### config.mk
export PLATFORM = sky130hd
export DESIGN_NAME = sync_length_sum_frame_receiver_top
export DESIGN_NICKNAME = d
export VERILOG_FILES = /design/src/design/slsf_pkg.sv /design/src/design/slsf_front.sv /design/src/design/slsf_queue.sv /design/src/design/slsf_back.sv /design/src/design/sync_length_sum_frame_receiver_top.sv
export SDC_FILE = /design/constraint.sdc
export NUM_CORES = 1
export LEC_CHECK = 0
export BUFFER_PORTS_ARGS = -buffer_cell sky130_fd_sc_hd__buf_2
export CORE_ASPECT_RATIO = 1.5
export CORE_MARGIN = 5
export CORE_UTILIZATION = 45
export CTS_BUF_LIST = sky130_fd_sc_hd__clkbuf_4 sky130_fd_sc_hd__clkbuf_8
export CTS_CLUSTER_SIZE = 14
export DETAILED_ROUTE_END_ITERATION = 7
export SETUP_SLACK_MARGIN = 0.05
export SLEW_MARGIN = 0
export SYNTH_ARGS = -nofsm -noshare
export SYNTH_HDL_FRONTEND = slang
export SYNTH_SLANG_ARGS = --single-unit
### constraint.sdc
create_clock -name clk -period 6.39 [get_ports clk]
set_input_delay 1.917 -clock clk [delete_from_list [all_inputs] [get_ports clk]]
set_output_delay 1.917 -clock clk [all_outputs]
set_load 0.02 [all_outputs]
### src/design/slsf_pkg.sv
// Shared types and codes for the sync/length/checksum frame receiver.
// No dependencies; used by the front end, the command queue, the back end and the top level.
`default_nettype none

package slsf_pkg;

    typedef logic [1:0] kind_t;

    localparam kind_t KIND_DATA     = 2'd0;
    localparam kind_t KIND_BAD_SUM  = 2'd1;
    localparam kind_t KIND_TOO_LONG = 2'd2;

    // Count width covers the full payload limit range (up to 127 bytes)
    localparam int CNT_W = 7;

    // Command handed from the front end to the back end
    typedef struct packed {
        kind_t            kind;
        logic [CNT_W-1:0] count;
        logic             bank;
    } cmd_t;

    // Bank release from the back end once the last byte of a frame is read out
    typedef struct packed {
        logic valid;
        logic bank;
    } rel_t;

endpackage

`default_nettype wire

### src/design/slsf_front.sv
// Front end: sync hunt, length check, checksum and payload store writes.
// Depends on slsf_pkg; feeds slsf_queue and the payload store in slsf_back.
`default_nettype none

module slsf_front #(
    parameter int MAX_PAYLOAD = 16
) (
    input  wire logic                                 clk,
    input  wire logic                                 rst_n,
    input  wire logic                                 cfg_valid,
    input  wire logic [7:0]                           cfg_data,
    input  wire logic                                 in_valid,
    output logic                                      in_ready,
    input  wire logic [7:0]                           rx_byte,
    input  wire logic                                 q_full,
    output logic                                      push,
    output slsf_pkg::cmd_t                            push_cmd,
    input  wire slsf_pkg::rel_t                       rel,
    output logic                                      wr_en,
    output logic [$clog2(2*MAX_PAYLOAD)-1:0]          wr_addr,
    output logic [7:0]                                wr_data
);

    localparam int POS_W  = $clog2(MAX_PAYLOAD + 3);
    localparam int LEN_W  = $clog2(MAX_PAYLOAD + 2);
    localparam int ADDR_W = $clog2(2 * MAX_PAYLOAD);

    logic [7:0]       sync_reg;
    logic [POS_W-1:0] pos_reg, pos_next;
    logic [LEN_W-1:0] len_reg, len_next;
    logic [7:0]       sum_reg, sum_next;
    logic             wbank_reg, wbank_next;
    logic [1:0]       busy_reg, busy_next;

    logic             accept;
    logic [ADDR_W-1:0] slot;

    always_comb
    begin
        if (pos_reg == POS_W'(0))
            in_ready = 1'b1;
        else if (pos_reg == POS_W'(1))
            in_ready = !q_full;
        else
            in_ready = !q_full && !busy_reg[wbank_reg];
    end

    assign accept  = in_valid && in_ready;
    assign slot    = ADDR_W'(pos_reg - POS_W'(2));
    assign wr_addr = wbank_reg ? ADDR_W'(MAX_PAYLOAD) + slot : slot;
    assign wr_data = rx_byte;

    always_comb
    begin
        pos_next   = pos_reg;
        len_next   = len_reg;
        sum_next   = sum_reg;
        wbank_next = wbank_reg;
        busy_next  = busy_reg;
        push       = 1'b0;
        push_cmd   = '{kind: slsf_pkg::KIND_BAD_SUM, count: '0, bank: wbank_reg};
        wr_en      = 1'b0;

        if (rel.valid)
            busy_next[rel.bank] = 1'b0;

        if (accept)
        begin
            if (pos_reg == POS_W'(0))
            begin
                if (rx_byte == sync_reg)
                begin
                    sum_next = sync_reg;
                    pos_next = POS_W'(1);
                end
            end
            else if (pos_reg == POS_W'(1))
            begin
                len_next = LEN_W'(rx_byte);
                sum_next = sum_reg + rx_byte;
                if (rx_byte == 8'd0)
                begin
                    push     = 1'b1;
                    pos_next = '0;
                end
                else if (rx_byte > 8'(MAX_PAYLOAD + 1))
                begin
                    push          = 1'b1;
                    push_cmd.kind = slsf_pkg::KIND_TOO_LONG;
                    pos_next      = '0;
                end
                else
                    pos_next = POS_W'(2);
            end
            else if (pos_reg == POS_W'(len_reg) + POS_W'(1))
            begin
                // check byte
                pos_next = '0;
                if (sum_reg != rx_byte)
                    push = 1'b1;
                else if (len_reg != LEN_W'(1))
                begin
                    push                 = 1'b1;
                    push_cmd.kind        = slsf_pkg::KIND_DATA;
                    push_cmd.count       = slsf_pkg::CNT_W'(len_reg) - slsf_pkg::CNT_W'(1);
                    busy_next[wbank_reg] = 1'b1;
                    wbank_next           = !wbank_reg;
                end
            end
            else
            begin
                wr_en    = 1'b1;
                sum_next = sum_reg + rx_byte;
                pos_next = pos_reg + POS_W'(1);
            end
        end
    end

    always_ff @(posedge clk or negedge rst_n)
    begin
        if (!rst_n)
        begin
            sync_reg  <= 8'hFD;
            pos_reg   <= '0;
            len_reg   <= '0;
            sum_reg   <= '0;
            wbank_reg <= 1'b0;
            busy_reg  <= '0;
        end
        else
        begin
            if (cfg_valid)
                sync_reg <= cfg_data;
            pos_reg   <= pos_next;
            len_reg   <= len_next;
            sum_reg   <= sum_next;
            wbank_reg <= wbank_next;
            busy_reg  <= busy_next;
        end
    end

endmodule

`default_nettype wire

### src/design/slsf_queue.sv
// Two-entry command queue between the front end and the back end.
// Depends on slsf_pkg for the command type.
`default_nettype none

module slsf_queue (
    input  wire logic           clk,
    input  wire logic           rst_n,
    input  wire logic           push,
    input  wire slsf_pkg::cmd_t push_cmd,
    output logic                full,
    input  wire logic           pop,
    output logic                q_valid,
    output slsf_pkg::cmd_t      q_cmd
);

    localparam int DEPTH = 2;
    localparam int PTR_W = $clog2(DEPTH);
    localparam int CNT_W = $clog2(DEPTH + 1);

    slsf_pkg::cmd_t   entry_reg [DEPTH];
    logic [PTR_W-1:0] wptr_reg, rptr_reg;
    logic [CNT_W-1:0] cnt_reg, cnt_next;

    assign full    = cnt_reg == CNT_W'(DEPTH);
    assign q_valid = cnt_reg != '0;
    assign q_cmd   = entry_reg[rptr_reg];

    always_comb
    begin
        cnt_next = cnt_reg;
        case ({push, pop})
            2'b10:   cnt_next = cnt_reg + CNT_W'(1);
            2'b01:   cnt_next = cnt_reg - CNT_W'(1);
            default: cnt_next = cnt_reg;
        endcase
    end

    always_ff @(posedge clk)
    begin
        if (push)
            entry_reg[wptr_reg] <= push_cmd;
    end

    always_ff @(posedge clk or negedge rst_n)
    begin
        if (!rst_n)
        begin
            wptr_reg <= '0;
            rptr_reg <= '0;
            cnt_reg  <= '0;
        end
        else
        begin
            if (push)
                wptr_reg <= wptr_reg + PTR_W'(1);
            if (pop)
                rptr_reg <= rptr_reg + PTR_W'(1);
            cnt_reg <= cnt_next;
        end
    end

endmodule

`default_nettype wire

### src/design/slsf_back.sv
// Back end: two-bank payload store and the result sequencer with its output register.
// Depends on slsf_pkg; takes commands from slsf_queue and store writes from slsf_front.
`default_nettype none

module slsf_back #(
    parameter int MAX_PAYLOAD = 16
) (
    input  wire logic                             clk,
    input  wire logic                             rst_n,
    input  wire logic                             wr_en,
    input  wire logic [$clog2(2*MAX_PAYLOAD)-1:0] wr_addr,
    input  wire logic [7:0]                       wr_data,
    input  wire logic                             q_valid,
    input  wire slsf_pkg::cmd_t                   q_cmd,
    output logic                                  pop,
    output slsf_pkg::rel_t                        rel,
    output logic                                  out_valid,
    input  wire logic                             out_ready,
    output slsf_pkg::kind_t                       kind,
    output logic [7:0]                            payload_byte,
    output logic [3:0]                            byte_index,
    output logic                                  last
);

    localparam int ADDR_W = $clog2(2 * MAX_PAYLOAD);
    localparam int DEPTH  = 2 * MAX_PAYLOAD;
    localparam int CW     = slsf_pkg::CNT_W;

    logic [7:0] mem [DEPTH];

    logic          active_reg;
    logic [CW-1:0] idx_reg;
    logic [CW-1:0] n_reg;
    logic          bank_reg;

    logic            out_valid_reg;
    slsf_pkg::kind_t kind_reg;
    logic [3:0]      index_reg;
    logic            last_reg;
    logic [7:0]      rd_data_reg;

    logic            slot_free, issue, cur_last, cur_bank;
    slsf_pkg::kind_t cur_kind;
    logic [CW-1:0]   cur_idx, cur_n;
    logic [ADDR_W-1:0] rd_addr;

    assign slot_free = !out_valid_reg || out_ready;
    assign issue     = slot_free && (active_reg || q_valid);
    assign pop       = issue && !active_reg;

    assign cur_kind = active_reg ? slsf_pkg::KIND_DATA : q_cmd.kind;
    assign cur_idx  = active_reg ? idx_reg : '0;
    assign cur_n    = active_reg ? n_reg : q_cmd.count;
    assign cur_bank = active_reg ? bank_reg : q_cmd.bank;
    assign cur_last = (cur_kind != slsf_pkg::KIND_DATA) || (cur_idx + CW'(1) == cur_n);
    assign rd_addr  = cur_bank ? ADDR_W'(MAX_PAYLOAD) + ADDR_W'(cur_idx) : ADDR_W'(cur_idx);

    // bank is free once its last byte has been read into the output register
    assign rel.valid = issue && cur_kind == slsf_pkg::KIND_DATA && cur_last;
    assign rel.bank  = cur_bank;

    always_ff @(posedge clk)
    begin
        if (wr_en)
            mem[wr_addr] <= wr_data;
        if (issue && cur_kind == slsf_pkg::KIND_DATA)
            rd_data_reg <= mem[rd_addr];
    end

    always_ff @(posedge clk)
    begin
        if (issue)
        begin
            kind_reg  <= cur_kind;
            index_reg <= (cur_kind == slsf_pkg::KIND_DATA) ? cur_idx[3:0] : 4'd0;
            last_reg  <= cur_last;
            idx_reg   <= cur_idx + CW'(1);
            n_reg     <= cur_n;
            bank_reg  <= cur_bank;
        end
    end

    always_ff @(posedge clk or negedge rst_n)
    begin
        if (!rst_n)
        begin
            active_reg    <= 1'b0;
            out_valid_reg <= 1'b0;
        end
        else
        begin
            if (issue)
            begin
                out_valid_reg <= 1'b1;
                active_reg    <= (cur_kind == slsf_pkg::KIND_DATA) && !cur_last;
            end
            else if (out_ready)
                out_valid_reg <= 1'b0;
        end
    end

    assign out_valid    = out_valid_reg;
    assign kind         = kind_reg;
    assign byte_index   = index_reg;
    assign last         = last_reg;
    assign payload_byte = (kind_reg == slsf_pkg::KIND_DATA) ? rd_data_reg : 8'd0;

endmodule

`default_nettype wire

### src/design/sync_length_sum_frame_receiver_top.sv
// Top level of the sync/length/checksum frame receiver.
// Depends on slsf_pkg, slsf_front, slsf_queue and slsf_back.
`default_nettype none

// Takes one received byte per transaction and hunts for the sync byte (sync_value, reset 0xFD),
// then a length byte L, L-1 payload bytes and a check byte that must equal the 8-bit sum of
// sync, L and payload. A byte is accepted each cycle while the front end parses, unless stalled
// as below; on the check byte a good frame delivers its L-1 payload bytes (up to MAX_PAYLOAD)
// one per cycle from the output register while out_ready is high, the final one
// marked last. A bad sum, or L of zero, gives one checksum-error result; an L above
// MAX_PAYLOAD+1 gives one length-too-large result. The store has two banks, so the next frame
// is parsed while the previous one drains. Bytes after the sync byte stall while the two-entry
// command queue is full, and payload bytes also while both banks are still waiting to be read
// out. cfg_ready is always high and a new sync value takes effect from the next hunt.
module sync_length_sum_frame_receiver_top #(
    parameter int MAX_PAYLOAD = 16
) (
    input  wire logic       clk,
    input  wire logic       rst_n,
    input  wire logic       cfg_valid,
    output logic            cfg_ready,
    input  wire logic [7:0] sync_value,
    input  wire logic       in_valid,
    output logic            in_ready,
    input  wire logic [7:0] rx_byte,
    output logic            out_valid,
    input  wire logic       out_ready,
    output logic [1:0]      kind,
    output logic [7:0]      payload_byte,
    output logic [3:0]      byte_index,
    output logic            last
);

    localparam int ADDR_W = $clog2(2 * MAX_PAYLOAD);

    logic              q_full, push, pop, q_valid, wr_en;
    slsf_pkg::cmd_t    push_cmd, q_cmd;
    slsf_pkg::rel_t    rel;
    logic [ADDR_W-1:0] wr_addr;
    logic [7:0]        wr_data;

    assign cfg_ready = 1'b1;

    slsf_front #(
        .MAX_PAYLOAD (MAX_PAYLOAD)
    ) u_front (
        .clk       (clk),
        .rst_n     (rst_n),
        .cfg_valid (cfg_valid),
        .cfg_data  (sync_value),
        .in_valid  (in_valid),
        .in_ready  (in_ready),
        .rx_byte   (rx_byte),
        .q_full    (q_full),
        .push      (push),
        .push_cmd  (push_cmd),
        .rel       (rel),
        .wr_en     (wr_en),
        .wr_addr   (wr_addr),
        .wr_data   (wr_data)
    );

    slsf_queue u_queue (
        .clk      (clk),
        .rst_n    (rst_n),
        .push     (push),
        .push_cmd (push_cmd),
        .full     (q_full),
        .pop      (pop),
        .q_valid  (q_valid),
        .q_cmd    (q_cmd)
    );

    slsf_back #(
        .MAX_PAYLOAD (MAX_PAYLOAD)
    ) u_back (
        .clk          (clk),
        .rst_n        (rst_n),
        .wr_en        (wr_en),
        .wr_addr      (wr_addr),
        .wr_data      (wr_data),
        .q_valid      (q_valid),
        .q_cmd        (q_cmd),
        .pop          (pop),
        .rel          (rel),
        .out_valid    (out_valid),
        .out_ready    (out_ready),
        .kind         (kind),
        .payload_byte (payload_byte),
        .byte_index   (byte_index),
        .last         (last)
    );

`ifndef SYNTHESIS
    a_no_push_when_full: assert property (@(posedge clk) disable iff (!rst_n)
        push |-> !q_full)
        else $error("command pushed into full queue");

    a_error_is_single: assert property (@(posedge clk) disable iff (!rst_n)
        out_valid && kind != slsf_pkg::KIND_DATA |-> last && payload_byte == 8'd0
            && byte_index == 4'd0)
        else $error("error result not a clean run of one");

    a_pop_needs_entry: assert property (@(posedge clk) disable iff (!rst_n)
        pop |-> q_valid)
        else $error("back end popped an empty queue");
`endif

endmodule

`default_nettype wire

==> flow_metrics.tcl, run 1 <==
set metrics [dict create \
    crit_required_ns 4.47 \
    viasPerCell 5.71 \
    ios 39 \
    total_power_uw 7010 \
    antenna_cells 0 \
    hold_violations 0 \
    worstHoldPathCells 1 \
    synth_flop_cell "edfxtp_1" \
    grt_antenna_before_repair 1 \
    rsz0062_at_grt "no" \
    die_x_um 158 \
    final_util 0.501 \
    syn_to_final_growth_pct 10.7 \
    period_share 0.671 \
    crit_path_end_kind "output port" \
    synth.distinct_cells 71 \
    cts_resized 0 \
    ys_seq_elements 339 \
    synth_fp_nets 1077 \
    wire_per_inst_um 23.6 \
    drtIter0Drc 711 \
    yosysWarnings 0 \
    finalSetupTns_ns 0 \
    start_kind "flip-flop" \
    place_congestion 0.858 \
    nets 1123 \
    mostFrequentLayoutCells "edfxtp_1, nand2_1, nor2_1, a21oi_1, clkbuf_8" \
    criticalPathCategory "reg -> out" \
    numCtsBuffers 49 \
    cp_max_fo 13 \
    grt_pass1_vias 8915 \
    crit_family "simple AND/OR/NAND/NOR gates" \
    post_cts_buffers 0 \
    synth_edf_count 304 \
    clock_tree.root_cell "clkbuf_8" \
    min_to "u_queue.cnt_reg[1]" \
    ys_seq_area_frac 0.680 \
    async_flop_share 0.103 \
    largest_reg_flops 256 \
    placed_area_um2 15300 \
    wirelength_mm 36.4 \
    p_leak_uw 0.00564 \
    p_per_area_nw_per_um2 430 \
    clkTransAtPathRegs_ns 0.07 \
    cts_sinks 339 \
    core_area_um2 32500 \
    drive_above_1_share 0.178 \
    drc 0 \
    syn_inst 1038 \
    htreeDepth 2 \
    grt_usage 0.203 \
    drtAntennaViolNets 0 \
    cp_slowest_cell "and2_1" \
    tightest_slew_ns 1.17 \
    r2r_end "u_back.mem[18][0]" \
    fin_area_um2 16300 \
    drv_slew 0 \
    r2r_start "u_front.pos_reg[1]" \
    rows 81 \
    holdCritPathClass "reg -> reg" \
    grt_pass1_wl_mm 55.0 \
    synth_area_um2 14700 \
    critical-path-max-stage-delay_ns 0.50 \
    worstHoldStart "u_queue.cnt_reg[1]" \
    grt_start_max_net_pins 62 \
    grt-ovfl-total 0 \
    fin_crit_ns 4.29 \
    initial_utilization 0.453 \
    clock_path_buffers 3 \
    reg2regPathDepth 8 \
    final-setup-viol-count 0 \
    relSlewSlack 0.220 \
    die_area_um2 36500 \
    path_cells "inv_1 -> ha_1 -> and2_1 -> o21a_1 -> buf_2" \
    holdWs_ns 0.494 \
    hold_buffers 0 \
    final_common_cell "edfxtp_1" \
    rrSetupSlack_ns 2.72 \
    vias 8782 \
    max_freq_mhz 233 \
    die_h_um 232 \
    synth_area_per_cell_um2 14.2 \
    fin_skew_ns 0.0150 \
    cts_tree "done" \
    arrival_ns 2.37 \
    first_pass_iters 5 \
    path_buf_inv 2 \
    port_buffers 37 \
    irDropWorstVdd_v 0.000264 \
    status "complete, no violations" \
    drv_cap 0 \
    hpwl_mm 23.0 \
    fillCellCount 2795 \
    insertion_delay_ns 0.58 \
]
-- worst max-delay path by stage --
stage	startpoint	end	slack [ns]	cells past startpoint
after detailed placement	rx_byte[0]	u_front.sum_reg[7]	1.75	7
final	u_front.pos_reg[1]	in_ready	2.10	5
after CTS	u_front.pos_reg[1]	in_ready	2.06	5
after floorplan	rx_byte[1]	u_queue.cnt_reg[1]	2.59	7
after global placement	rx_byte[2]	u_front.sum_reg[7]	1.79	7
after global routing	u_front.pos_reg[1]	in_ready	1.98	5
-- stage by stage --
step / worst slack [ns] / std cells
3_3_place_gp: 1.79 / 1448
2_1_floorplan: 2.59 / 1038
5_1_grt: 1.98 / 1539
4_1_cts: 2.06 / 1539
6_report: 2.10 / 1539
3_5_place_dp: 1.75 / 1448
-- per-layer routing --
metal	part of all wire	GRT usage	wire [µm]
met5	0	0	0
met2	0.52	0.351	18800
met1	0.40	0.257	14400
met3	0.054	0.0297	1950
met4	0.033	0.0764	1190
-- where the power goes --
| part | switching, µW | internal, µW |
|---|---|---|
| combinational | 1530 | 829 |
| sequential | 161 | 2700 |
| clock | 827 | 967 |
| total | 2520 | 4490 |
-- synth_stat cells (4+ instances only) --
cell type,n,area share
buf_2,22,0.0075
o31a_1,4,0.0024
o21ai_0,38,0.013
mux2i_1,39,0.026
mux2_1,4,0.0031
edfxtp_1,304,0.62
a221o_1,4,0.0027
buf_1,5,0.0013
mux2_2,31,0.024
xnor2_1,23,0.014
ha_1,17,0.014
a221oi_1,10,0.0059
nand2b_1,6,0.0025
o22ai_1,7,0.0030
nor2b_1,10,0.0042
dfstp_2,7,0.012
and2_1,14,0.0059
clkbuf_1,24,0.0061
inv_1,20,0.0051
nor3_1,6,0.0020
nor2_1,71,0.018
o211ai_1,9,0.0046
a31oi_1,8,0.0034
and2_0,6,0.0025
dfrtp_1,28,0.048
xor2_1,22,0.013
nand3_1,24,0.0082
o21a_1,5,0.0025
o21ai_1,6,0.0020
mux4_2,22,0.034
a21oi_1,66,0.022
nand2_1,107,0.027
a211oi_1,11,0.0056
-- final cells by class --
class                      count  area [µm²]  share of cell area
multi-input combinational    623        4410               0.270
tap                          415         519              0.0318
timing repair buffer          48         268              0.0164
clock inverter                30         240              0.0147
sequential                   339       10000               0.614
clock buffer                  61         777              0.0476
inverter                      23        86.3             0.00529
-- logic make-up after synthesis --
kind of cell,Yosys count,synth area share
compound gates,197,0.0866
xor+xnor,45,0.0267
fa+ha+maj,18,0.0158
buf+inv,76,0.0217
flops,339,0.680
mux,96,0.0869
other cells,1,0.000254
simple gates,266,0.0825
-- worst reg2reg max path: cells and delay by family (launching register included) --
family          cells  cell delay (ns)
flops               1             0.49
buf+inv             1             0.15
compound gates      1             0.27
fa+ha+maj           1             0.26
simple gates        5             2.11
Power figures use the tool's default switching activity.
==> inputs of run 2 (changes only) <==
==> constraint.sdc (replaced) <==
create_clock -name clk -period 3.8 [get_ports clk]
set_input_delay 1.14 -clock clk [delete_from_list [all_inputs] [get_ports clk]]
set_output_delay 1.14 -clock clk [all_outputs]
set_load 0.02 [all_outputs]
==> run 2 against run 1 <==
Against the previous run: first-iteration DRC count fell by 15%; clock power is 68% higher; highest routed layer unchanged; largest cell class unchanged; setup slack got worse by 1.8 ns; sequential power is 70% higher; flip-flop and latch count unchanged; clock skew shrank 0.0044 ns; final area is 2.9% higher; wire length up 2.9%; utilization up 1.4 points; non-clock buffer count increased by 62; count of clock-buffer cells in the layout shrank 3; register-to-register slack lost 2.1 ns.
==> flow_metrics.tcl, run 2 (synthesis results as in run 1) <==
set metrics [dict create \
    final_util 0.516 \
    htreeDepth 2 \
    port_buffers 37 \
    fin_skew_ns 0.0106 \
    cp_max_fo 13 \
    hpwl_mm 25.3 \
    fillCellCount 2745 \
    grt_usage 0.209 \
    holdCritPathClass "reg -> reg" \
    viasPerCell 5.64 \
    total_power_uw 11900 \
    grt_pass1_wl_mm 56.7 \
    syn_to_final_growth_pct 13.9 \
    hold_violations 0 \
    fin_area_um2 16800 \
    status "complete, no violations" \
    critical-path-max-stage-delay_ns 0.49 \
    hold_buffers 0 \
    largest_reg_flops 256 \
    mostFrequentLayoutCells "edfxtp_1, nand2_1, nor2_1, buf_4, a21oi_1" \
    cp_slowest_cell "dfrtp_1" \
    p_leak_uw 0.00596 \
    tightest_slew_ns 0.931 \
    period_share 0.912 \
    worstHoldStart "u_queue.cnt_reg[1]" \
    final_common_cell "edfxtp_1" \
    die_x_um 158 \
    crit_family "flip-flops" \
    internal-power_uw 7690 \
    ios 39 \
    max_freq_mhz 289 \
    reg2regPathDepth 9 \
    post_cts_buffers 0 \
    combPwrFrac 0.342 \
    placed_area_um2 15800 \
    drv_cap 0 \
    path_buf_inv 2 \
    worstHoldPathCells 1 \
    final-setup-viol-count 0 \
    core_area_um2 32500 \
    irDropWorstVdd_v 0.000458 \
    min_to "u_queue.cnt_reg[1]" \
    first_pass_iters 7 \
    finalSetupTns_ns 0 \
    place_congestion 0.899 \
    antenna_cells 0 \
    drive_above_1_share 0.218 \
    fin_crit_ns 3.46 \
    crit_path_end_kind "output port" \
    p_seq_frac 0.406 \
    drtAntennaViolNets 0 \
    crit_required_ns 2.66 \
    wire_per_inst_um 23.4 \
    criticalPathCategory "reg -> out" \
    grt_antenna_before_repair 0 \
    cts_resized 0 \
    grt_start_max_net_pins 90 \
    initial_utilization 0.453 \
    numCtsBuffers 48 \
    r2r_end "u_back.mem[20][1]" \
    wirelength_mm 37.4 \
    clock_tree.root_cell "clkbuf_8" \
    cts_sinks 339 \
    r2r_start "u_front.pos_reg[1]" \
    grt-ovfl-total 0 \
    clock_path_buffers 3 \
    grt_pass1_vias 9186 \
    drtIter0Drc 606 \
    p_per_area_nw_per_um2 711 \
    drc 0 \
    vias 9004 \
    die_h_um 232 \
    rrSetupSlack_ns 0.58 \
    cts_tree "done" \
    switching_share 0.356 \
    start_kind "flip-flop" \
    relSlewSlack 0.378 \
    drv_slew 0 \
    die_area_um2 36500 \
    path_cells "inv_1 -> ha_1 -> and2_1 -> o21a_1 -> buf_2" \
    p_switching_uw 4250 \
    nets 1184 \
    insertion_delay_ns 0.58 \
    arrival_ns 2.32 \
    rsz0062_at_grt "no" \
    rows 81 \
    clkTransAtPathRegs_ns 0.07 \
    p_clk_frac 0.252 \
]
[run 2: cell types whose count changed in the layout (fill, tap and decap cells not counted), sizes merged]
| cell | previous run | this run |
|---|---|---|
| clkbuf | 61 | 58 |
| clkinv | 25 | 22 |
| buf | 48 | 110 |
| bufinv | 4 | 5 |
[run 2: worst max path at each step]
stage / start / to / slack [ns] / depth (start not counted)
finish: u_front.pos_reg[1] / in_ready / 0.34 / 5
global route: u_front.pos_reg[1] / in_ready / 0.17 / 5
CTS: u_front.pos_reg[1] / in_ready / 0.32 / 5
detailed placement: rx_byte[3] / u_queue.cnt_reg[1] / 0.35 / 8
global placement: rx_byte[3] / u_queue.cnt_reg[1] / 0.41 / 8
floorplan: rx_byte[1] / u_queue.cnt_reg[1] / 0.78 / 7
[run 2: final cells by class]
cell class                 instances  area [µm²]  area share
sequential                       339       10000       0.597
multi-input combinational        623        4400       0.262
timing repair buffer             110         758      0.0452
clock buffer                      58         742      0.0442
tap                              415         519      0.0309
clock inverter                    28         256      0.0153
inverter                          23        86.3     0.00515
[run 2: stage by stage]
step,setup WS (ns),hold WS [ns],std cells
final,0.336,0.500,1596
after global routing,0.170,0.505,1596
after CTS,0.321,0.500,1596
after detailed placement,0.347,0.487,1510
after global placement,0.411,0.479,1510
after floorplan,0.779,0.465,1038
[run 2: power groups by stage]
stage / sequential [µW] / clock [µW] / combinational [µW]
CTS: 4850 / 3070 / 4110
finish: 4850 / 3010 / 4080
detailed placement: 4930 / 0 / 4090
global placement: 4920 / 0 / 4080
floorplan: 4800 / 0 / 2820
global route: 4880 / 3260 / 4450
[run 2: metal layers]
layer	track usage	share of wire	up-vias
met1	0.249	0.38	4493
met2	0.376	0.54	298
met4	0.0831	0.041	0
met5	0	0	-
li1	-	-	4125
met3	0.0308	0.047	88
==> inputs of run 3 (changes only) <==
--- a/config.mk
+++ b/config.mk
@@ -16,4 +16,5 @@
 export SLEW_MARGIN = 0
 export SYNTH_ARGS = -nofsm -noshare
 export SYNTH_HDL_FRONTEND = slang
+export SYNTH_HIERARCHICAL = 1
 export SYNTH_SLANG_ARGS = --single-unit
==> run 3 against run 2 <==
Against the previous run: non-clock buffer count decreased by 13; synthesized cell count increased by 10%; cell count grew 5.2%; critical endpoint is now u_back/mem[8][5]; sequential share of layout area down 1.1 points; register-to-register slack lost 0.17 ns; highest routed layer unchanged; die area up 4.2%; maximum frequency grew 2.2%; final area rose by 2.5%; sequential power is 4% higher; wire length shrank 2.3%; first-iteration DRC count up 4.3%.
==> flow_metrics.tcl, run 3 <==
set metrics [dict create \
    status "complete, no violations" \
    mostFrequentLayoutCells "edfxtp_1, a21oi_1, mux2_2, nand2_1, nor2_1" \
    holdCritPathClass "reg -> reg" \
    start_kind "flip-flop" \
    async_flop_share 0.103 \
    p_per_area_nw_per_um2 752 \
    ios 39 \
    irDropWorstVdd_v 0.000465 \
    synth_most_common_cell "edfxtp_1" \
    p_leak_uw 0.00610 \
    vias 9428 \
    synth_area_per_cell_um2 13.4 \
    syn_inst 1145 \
    initial_utilization 0.452 \
    viasPerCell 5.62 \
    antenna_cells 0 \
    grt-ovfl-total 0 \
    fin_crit_ns 3.39 \
    regArea_um2 10100 \
    synth_area_um2 15400 \
    clkTransAtPathRegs_ns 0.07 \
    drtAntennaViolNets 0 \
    wirelength_mm 36.6 \
    grt_pass1_vias 9626 \
    core_area_um2 34100 \
    nets 1252 \
    drv_cap 0 \
    ys_seq_elements 341 \
    grt_start_max_net_pins 94 \
    post_cts_buffers 0 \
    numCtsBuffers 49 \
    relSlewSlack 0.235 \
    crit_required_ns 4.09 \
    cp_max_fo 9 \
    grt_antenna_before_repair 0 \
    cts_tree "done" \
    drive_above_1_share 0.220 \
    synth_top_area_frac 0.597 \
    insertion_delay_ns 0.60 \
    ys_seq_area_frac 0.655 \
    hpwl_mm 23.3 \
    clock_path_buffers 3 \
    synth.distinct_cells 67 \
    tightest_slew_ns 1.14 \
    synthTopCellsByCount "edfxtp_1, a21oi_1, mux2_2, nand2_1, nor2_1" \
    multiInputGateArea_um2 4790 \
    final_common_cell "edfxtp_1" \
    holdWs_ns 0.479 \
    die_x_um 161 \
    place_congestion 0.836 \
    cts_sinks 341 \
    htreeDepth 2 \
    fillCellCount 3000 \
    hold_buffers 0 \
    syn_to_final_growth_pct 11.8 \
    finalSetupTns_ns 0 \
    criticalPathCategory "reg -> reg" \
    drv_slew 0 \
    arrival_ns 3.68 \
    crit_path_end_kind "flip-flop" \
    max_freq_mhz 295 \
    largest_reg_flops 256 \
    fin_skew_ns 0.0286 \
    synth_fp_nets 1184 \
    die_h_um 236 \
    wire_per_inst_um 21.8 \
    port_buffers 37 \
    drtIter0Drc 632 \
    final-setup-viol-count 0 \
    rsz0062_at_grt "no" \
    clock_tree.root_cell "clkbuf_8" \
    die_area_um2 38100 \
    synth_edf_count 306 \
    first_pass_iters 6 \
    cts_resized 0 \
    yosysWarnings 6 \
    synth_top_cell_by_area "edfxtp_1" \
    grt_usage 0.191 \
    rows 83 \
    hold_violations 0 \
    synth_flop_cell "edfxtp_1" \
    synth_area_leaders "edfxtp_1, mux2_2, dfrtp_1" \
    period_share 0.892 \
    grt_pass1_wl_mm 56.2 \
    drc 0 \
]
run 3: cell count changes after synthesis, sizes merged, moves of 22 or more:
cell    delta
a21oi     +53
mux2      +38
mux4      -22
nand2     -42
nor2b     +45
o221ai    +24
run 3: metal layers:
metal  global-route usage  routed length, µm  vias to the layer above
met5                    0                  0                        -
met4               0.0688               1180                        0
met3               0.0259               1330                       79
met2                0.353              19500                      207
met1                0.226              14500                     4713
li1                     -                  -                     4429
run 3: logic make-up after synthesis:
kind of cell             Yosys count  share of synthesized area
flip-flops                       341                      0.655
AND/OR/NAND/NOR                  277                     0.0942
AO/OA/AOI/OAI                    260                      0.104
buffers and inverters            108                     0.0339
multiplexers                      97                     0.0693
XOR/XNOR                          43                     0.0281
adder cells (fa/ha/maj)           18                     0.0151
other                              1                   0.000244
run 3: worst max-delay path: stages (launching register included):
cell     delay, ns
dfrtp_1       0.51
ha_1          0.29
xnor3_1       0.33
nand3_1       0.11
nor3_2        0.09
nor3_1        0.43
nand3_1       0.22
inv_1         0.15
or3b_2        0.61
nor2_1        0.15
buf_4         0.20
run 3: path summary, 6_finish.rpt:
| path | startpoint | end | slack [ns] | depth (start not counted) |
|---|---|---|---|---|
| setup / recovery | u_front/len_reg[0] | u_back/mem[8][5] | 0.41 | 10 |
| hold / removal | u_queue/cnt_reg[1] | u_queue/cnt_reg[1] | 0.48 | 1 |
| setup reg to reg | u_front/len_reg[0] | u_back/mem[8][5] | 0.41 | 10 |
| hold reg to reg | u_queue/cnt_reg[1] | u_queue/cnt_reg[1] | 0.48 | 1 |
| max in group asynchronous | rst_n | u_front/busy_reg[0] | 2.59 | 1 |
| min in group asynchronous | rst_n | u_back/out_valid | 0.65 | 1 |
run 3: metrics by stage:
stage          power (µW)  setup slack, ns  instance area (µm²)   util  instances
2_1_floorplan        8360            0.221                15400      -       1145
3_3_place_gp         9870            0.237                16200  0.474       1587
3_5_place_dp         9940            0.211                16200  0.474       1587
4_1_cts             13000            0.394                17200  0.505       1679
5_1_grt             13600            0.188                17200  0.505       1679
6_report            12900            0.409                17200  0.505       1679
run 3: final cells by class:
type,count,share of cell area
Sequential cell,341,0.586
Timing Repair Buffer,97,0.0377
Tap cell,425,0.0309
Inverter,28,0.00611
Multi-Input combinational cell,696,0.279
Clock inverter,24,0.0111
Clock buffer,68,0.0500
run 3: where the power goes:
group | leakage, µW | internal, µW | switching (µW)
sequential | 0.00320 | 4700 | 342
clock | 0.000550 | 1680 | 1390
combinational | 0.00235 | 1740 | 3090
